File: config.mk
export PLATFORM = sky130hd
export DESIGN_NAME = scac_ram
export DESIGN_NICKNAME = d
export VERILOG_FILES = /design/src/rtl/scac_ram.sv
export SDC_FILE = /design/constraint.sdc
export NUM_CORES = 1
export LEC_CHECK = 0
export BUFFER_PORTS_ARGS = -buffer_cell sky130_fd_sc_hd__buf_2
export CAP_MARGIN = 10
export CORE_ASPECT_RATIO = 0.5
export CORE_MARGIN = 3
export CORE_UTILIZATION = 40
export DETAILED_ROUTE_END_ITERATION = 12
export PLACE_DENSITY = 0.67
export SLEW_MARGIN = 20
export SYNTH_ARGS = -nofsm -noshare
export SYNTH_HDL_FRONTEND = slang
export SYNTH_SLANG_ARGS = --single-unit
File: constraint.sdc
create_clock -name i_clk -period 3.4 [get_ports i_clk]
set_input_delay 0 -clock i_clk [delete_from_list [all_inputs] [get_ports i_clk]]
set_output_delay 0 -clock i_clk [all_outputs]
set_load 0.005 [all_outputs]
File: src/rtl/scac_ram.sv
module scac_ram #(
    parameter int             DEPTH     = 16,
    parameter int             DW        = 8,
    parameter bit             HAS_VALID = 1'b0,
    parameter logic [DW-1:0]  RST_VAL   = '0,
    localparam int            AW        = (DEPTH > 1) ? $clog2(DEPTH) : 1
) (
    input  logic          i_clk,
    input  logic          i_rst_n,
    input  logic          i_we,
    input  logic [AW-1:0] i_waddr,
    input  logic [DW-1:0] i_wdata,
    input  logic          i_re,
    input  logic [AW-1:0] i_raddr,
    output logic [DW-1:0] o_rdata
);

    logic [DW-1:0] mem [DEPTH];
    logic [DW-1:0] r_q;

    always_ff @(posedge i_clk) begin
        if (i_we) begin
            mem[i_waddr] <= i_wdata;
        end
        if (i_re) begin
            r_q <= mem[i_raddr];
        end
    end

    generate
        if (HAS_VALID) begin : g_valid
            // An entry never written since reset reads as the reset value.
            logic [DEPTH-1:0] r_vld;
            logic             r_qv;

            always_ff @(posedge i_clk) begin
                if (!i_rst_n) begin
                    r_vld <= '0;
                    r_qv  <= 1'b0;
                end else begin
                    if (i_we) begin
                        r_vld[i_waddr] <= 1'b1;
                    end
                    if (i_re) begin
                        r_qv <= r_vld[i_raddr];
                    end
                end
            end

            assign o_rdata = r_qv ? r_q : RST_VAL;
        end else begin : g_plain
            assign o_rdata = r_q;
        end
    endgenerate

endmodule

Word-level counts from Yosys, hierarchy flattened
Memory sizes are Yosys's and may differ from the RTL's. A register that Yosys moved wholly into a read port is not among the register bits.
Index checks and enable logic that the tools add are counted.
- register bits: 0
- memory bits (writable): 128
- bits of input ports: 20
- output and inout bits: 8
- logic and storage cells: 3
- memories: 1
- memory list (name ; words ; width ; read ports ; clocked after Yosys merged registers in ; write ports ; RTL line ; RTL):
    mem ; 16 ; 8 ; 1 ; 1 ; 1 ; 18 ; logic [DW-1:0] mem [DEPTH];
- multiplexer cells: 2
- operators with widths (kind ; count):
    $mux 1 ; 2

Depth between registers and ports, before layout
Gate-level depths: netlist (run 1).
- word-level depth: 2
- gate-level depth with buffers: 5
- gate-level depth less buffers: 3

Least setup slack after synthesis (run 1)
No wires, ideal clock.
- kind: input to register
- start point: in i_waddr[2]
- end point: mem mem[0][0], enable pin
- setup time: 0.383 ns
- data arrival time: 1.110 ns
- data required time: 3.017 ns
- slack: 1.907 ns
- stages on the path: 2
- path buffers: 0
- cell sequence: or3b_2 -> nor3_1
- RTL lines (item ; RTL line ; RTL):
    from (decl) ; 11 ; input logic [AW-1:0] i_waddr,
    to (decl) ; 18 ;
Straight into the memory's write port.

==> run metrics, run 1 <==
hpwl dp=slightly below 6 mm; number of library cell types mapped by synthesis=18; Synth Flop Type=edfxtp_1; DR vias/cell=between 5 and 6; htree depth=4; count leader, synth=edfxtp_1; final worst path period need=1670 ps; Total Wirelength=9.58 mm; synthesized area per cell=around 23 sq um; EDFF count, synth=136; WL met3=795 um; detailed-route via count=2469; die area=0.0146 sq mm; Yosys warnings=0; area share of the largest cell type after synthesis=just under 80%; HP Class=primary input to flip-flop; Max Cap Viol=0; clk sinks=136; WP data arrival=between 1500 and 2000 ps; drt initial violations=318; synth cell count leaders=edfxtp_1, mux4_2, a22oi_1, mux4_1, nor2_1; DR WL/cell=21.1 um; worst-margin pin slew=a little over 900 ps; CTS root buf=clkbuf_16; RSZ-0062 raised after global routing=no; Mapped Area=0.00523 sq mm; Worst Path Max Fanout=26; clock network power share=45.8%; Final WS setup=1730 ps; DRC violations left=0; outcome=completed; Sw Ratio=19.0%; clock latency on the worst-skew pair=410 ps; CP Launch Type=primary input; pre-CTS WS=1300 ps; pwr dens=between 600 and 700 mW/mm^2; Die Wd=approximately 170 um; # rows=28; first drt pass iteration count=4; Reg power frac=49.7%; vias in the first global route=2471; Post-Syn Instances=between 200 and 250; asr flop ratio synth=0%; Final Non-Filler Cells=455; PortBufs=26; Area growth, synth to finish=18.0%; layout net count=roughly 300; Final Hold Viols=0; io pins=28; Synth Register Bits=136; register area=0.00408 sq mm; final setup fails=0; Max VDD drop=~0.39 mV; post_cts resized=0; TritonCTS clock tree=done; Int Pwr=3090 uW; crit share post-route=49.1%; gr usage total=14.3%; Max Root-Sink Buffers=2; core region area=around 0.012 sq mm; sequential share of the synthesized area=78.1%; Slew HR=between 30% and 40%; worst path required time=3540 ps; Reg clk slew, reported paths=60 ps; combinational power share=4.5%; DP Cell Count=415; skew final=~8.8 ps; DR top layer=met4; Chip Height=around 87 um; ANT cells=0; Worst Setup End Kind=flip-flop; gpl congestion=0.726; Net Count, Synth=approximately 250; Synth area leader=edfxtp_1; pin count of the biggest net entering global routing=33; top post-synthesis cells by area=edfxtp_1, mux4_2, mux4_1, a22oi_1, nor2_1; M1 WL=4.09 mm; Crit Path Category=primary input to flip-flop; GR Overflow Total=0; final setup TNS=0 ps; TritonCTS Buffers=17; DRT antenna net count=0; first-pass GRT wire length=14.7 mm; initial antenna violation count=0; layout cells sized above 1=a little over a quarter; initial core utilization=between 40% and 50%; FILL cells=950; NetSw=728 uW; max-slew violation count=0; fmax=0.600 GHz; leak pwr=0.00206 uW; wire length on met2=4.59 mm; Multi-input gate area=about 0.0011 sq mm
-- cells in the final DEF (no fill, tap or decap) --
cell / instances
dlygate4sd3_1: 9
and2b_1: 1
nand2b_1: 2
mux4_2: 18
nand2_1: 9
clkbuf_1: 1
nor3_1: 4
clkinv_2: 7
nor2_1: 13
nor2b_1: 1
or3b_2: 1
a22oi_1: 16
buf_2: 26
nand3b_1: 2
clkinv_1: 3
and2_1: 1
nand3_1: 1
mux4_1: 14
clkbuf_16: 17
edfxtp_1: 136
bufinv_16: 3
buf_4: 5
-- layer usage --
| metal | track usage, % | vias up |
|---|---|---|
| li1 | - | 1081 |
| met1 | 19.5 | 1282 |
| met2 | 21.5 | 95 |
| met3 | 4.46 | 11 |
| met4 | 6.46 | 0 |
| met5 | 0 | - |
-- final cells by class --
cell class | count | share of cell area [%]
timing repair buffer | 40 | 4.18
multi-input combinational | 83 | 17.1
clock inverter | 13 | 2.21
sequential | 136 | 66.2
clock buffer | 18 | 6.95
tap | 165 | 3.35
-- critical path: stages --
cell	delay (ps)
buf_2	630
buf_4	330
mux4_2	520
a22oi_1	180
nand2_1	120
-- flip-flops by register name, summed over array words and instances (netlist names) --
| signal | count |
|---|---|
| mem | 128 |
| o_rdata | 8 |
-- cell families after synthesis --
group	share of synthesized area [%]
and+or+nand+nor	3.14
buffers and inverters	1.65
muxes	14.8
AOI/OAI and AO/OA	2.30
DFF	78.1
-- power groups by stage --
stage	logic, uW	clock network (uW)	registers [uW]
2_1_floorplan	95.3	0	1930
3_3_place_gp	158	0	1930
4_1_cts	173	1770	1900
5_1_grt	186	1860	1900
3_5_place_dp	163	0	1930
6_report	171	1750	1900
-- stage by stage --
step / area [sq um] / power, uW / util (%) / hold WS (ps)
floorplan: 5230 / 2030 / - / 98.9
global placement: 5520 / 2090 / 45.0 / 333
detailed placement: 5520 / 2100 / 45.0 / 342
CTS: 6170 / 3850 / 50.3 / 136
global route: 6170 / 3940 / 50.3 / 158
finish: 6170 / 3820 / 50.3 / 167
-- path summary, 6_finish.rpt --
check / endpoint / cells after the start / slack, ps / from
max reg2reg: o_rdata[2]$_DFFE_PP_ / 3 / 1770 / mem[0][2]$_DFFE_PP_
min reg2reg: o_rdata[1]$_DFFE_PP_ / 3 / 750 / mem[15][1]$_DFFE_PP_
min: mem[0][1]$_DFFE_PP_ / 3 / 170 / i_waddr[0]
max: o_rdata[0]$_DFFE_PP_ / 5 / 1730 / i_raddr[0]
-- what timing repair did --
| item | in CTS | in global routing |
|---|---|---|
| hold endpoints to repair | 136 | 0 |
| buffers inserted | 0 | 0 |
| hold buffers | 9 | 0 |
Note: power is estimated with default switching activity, not from simulation.
==> inputs of run 2 (changes only) <==
--- a/config.mk
+++ b/config.mk
@@ -11,7 +11,7 @@
 export CORE_MARGIN = 3
 export CORE_UTILIZATION = 40
 export DETAILED_ROUTE_END_ITERATION = 12
-export PLACE_DENSITY = 0.67
+export PLACE_DENSITY = 0.69
 export SLEW_MARGIN = 20
 export SYNTH_ARGS = -nofsm -noshare
 export SYNTH_HDL_FRONTEND = slang
==> constraint.sdc (replaced) <==
create_clock -name i_clk -period 1.47 [get_ports i_clk]
set_input_delay 0 -clock i_clk [delete_from_list [all_inputs] [get_ports i_clk]]
set_output_delay 0 -clock i_clk [all_outputs]
set_load 0.005 [all_outputs]
==> run 2 against run 1 <==
  * Total power is 120% higher
  * Wire length is 2.4% higher
  * Critical endpoint is now o_rdata[2]$_DFFE_PP_
  * Die area stayed put
  * Combinational power grew to 2.6 times the previous value
  * Sequential share of layout area is 1.6 points lower
  * Global-route usage is 0.21 points higher
  * Register-to-register slack worse by 1800 ps
  * Clock skew is 2.1 ps lower
  * Design area is 2.5% higher
  * Clock power is 110% higher
==> run metrics, run 2 (synthesis gave the netlist of run 1 again) <==
skew final=6.68 ps; fmax=between 0.6 and 0.7 GHz; Reg clk slew, reported paths=50 ps; crit-path leading delay family=multiplexers; pin count of the biggest net entering global routing=22; Slew HR=73.2%; M1 WL=between 4 and 5 mm; max-slew violation count=0; CTS root buf=clkbuf_16; io pins=28; DR WL/cell=~20 um; DR vias/cell=approximately 5.3; die area=0.0146 sq mm; TritonCTS Buffers=17; Max VDD drop=around 0.95 mV; Reg2Reg Depth=3; outcome=completed; htree depth=4; gr usage total=between 10% and 20%; most frequent cells in the layout=edfxtp_1, buf_2, buf_4, mux4_2, clkbuf_16; clock latency on the worst-skew pair=410 ps; initial core utilization=42.6%; WP buf/inv=0; worst-margin pin slew=around 400 ps; core region area=0.0123 sq mm; first drt pass iteration count=4; vias in the first global route=between 2000 and 3000; Area growth, synth to finish=21.0%; most common cell after layout, fill and taps aside=edfxtp_1; drt initial violations=202; ANT cells=0; r2r setup slk=approximately 13 ps; Die Wd=168 um; layout net count=321; Worst Hold Slack=163 ps; clk sinks=136; Top reg by flops=mem; post-CTS setup buffer count=0; first-pass GRT wire length=roughly 15 mm; pwr dens=1340 mW/mm^2; register area=about 0.004 sq mm; Worst Path Max Fanout=1; Hold Path Depth=3; Max Cap Viol=0; post-route cell area=0.00633 sq mm; worst path required time=roughly 1600 ps; Cell Area, Placed=0.00572 sq mm; Worst Setup End Kind=flip-flop; final worst path period need=1460 ps; Max Root-Sink Buffers=2; Crit-path slowest cell=mux4_2; initial antenna violation count=1; Multi-input gate area=0.00108 sq mm; Hold Path End=mem[0][6]$_DFFE_PP_; final setup fails=0; detailed-route via count=between 2000 and 3000; wire length on met2=~4.8 mm; CP max stage delay=500 ps; CP Launch Type=flip-flop; GR Overflow Total=0; hpwl dp=6.48 mm; Chip Height=86.8 um; WP data arrival=~1600 ps; final setup TNS=0 ps; RR Endpoint=o_rdata[2]$_DFFE_PP_; TritonCTS clock tree=done; DRT antenna net count=0; Largest register FFs=128; leak pwr=0.00213 uW; CP Cell Sequence=mux4_2, a22oi_2, nand2_1; FILL cells=941; Total Wirelength=roughly 10 mm; layout cells sized above 1=33.3%; PortBufs=26; gpl congestion=0.729; FF-to-FF Start=mem[3][2]$_DFFE_PP_; crit share post-route=99.1%; WL met3=691 um; # rows=28; Final Hold Viols=0; DRC violations left=0; Tot Pwr=8470 uW; Crit Path Category=flip-flop to flip-flop; hold path startpoint=i_waddr[0]; DR top layer=met5; HP Class=primary input to flip-flop; RSZ-0062 raised after global routing=yes
-- run 2: worst max path at each step --
stage	start	end	slack (ps)	cells past startpoint
2_1_floorplan	mem[1][0]$_DFFE_PP_	o_rdata[0]$_DFFE_PP_	160	3
3_3_place_gp	i_raddr[0]	o_rdata[1]$_DFFE_PP_	-120	5
3_5_place_dp	i_raddr[0]	o_rdata[3]$_DFFE_PP_	-110	5
4_1_cts	mem[1][2]$_DFFE_PP_	o_rdata[2]$_DFFE_PP_	4	3
5_1_grt	mem[2][2]$_DFFE_PP_	o_rdata[2]$_DFFE_PP_	-30	3
6_report	mem[3][2]$_DFFE_PP_	o_rdata[2]$_DFFE_PP_	10	3
-- run 2: area by class of cell --
class,instances,area share (%)
Sequential cell,136,64.6
Clock inverter,7,0.870
Timing Repair Buffer,63,7.20
Tap cell,165,3.26
Clock buffer,23,7.08
Multi-Input combinational cell,83,17.0
-- run 2: timing repair --
item / CTS / global route
pin swaps: 2 / 5
endpoints found under the hold margin: 136 / 0
resized for setup: 6 / 4
setup endpoints to repair: 5 / 7
hold buffers: 9 / 0
-- run 2: worst reg2reg max path, delay by kind of cell, from the launching register on --
family,cells,cell delay (ps)
muxes,1,500
DFF,1,360
AOI/OAI and AO/OA,1,240
and+or+nand+nor,1,100
-- run 2: per-stage QoR --
| step | setup WS [ps] | utilization, % | cells |
|---|---|---|---|
| 5_1_grt | -28.9 | 51.6 | 477 |
| 3_5_place_dp | -112 | 46.6 | 438 |
| 3_3_place_gp | -125 | 46.6 | 438 |
| 6_report | 13.0 | 51.6 | 477 |
| 2_1_floorplan | 159 | - | 229 |
| 4_1_cts | 3.55 | 51.6 | 477 |
-- run 2: report_power, final --
part	leakage, uW	internal (uW)	switching [uW]
sequential	0.00124	4370	21.0
combinational	0.000651	208	238
clock	0.000245	2270	1360
total	0.00213	6850	1620
-- run 2: layer usage --
metal / vias to the layer above / GRT usage [%]
li1: 1120 / -
met1: 1325 / 19.1
met2: 86 / 23.1
met3: 12 / 4.87
met4: 2 / 4.90
met5: - / 0
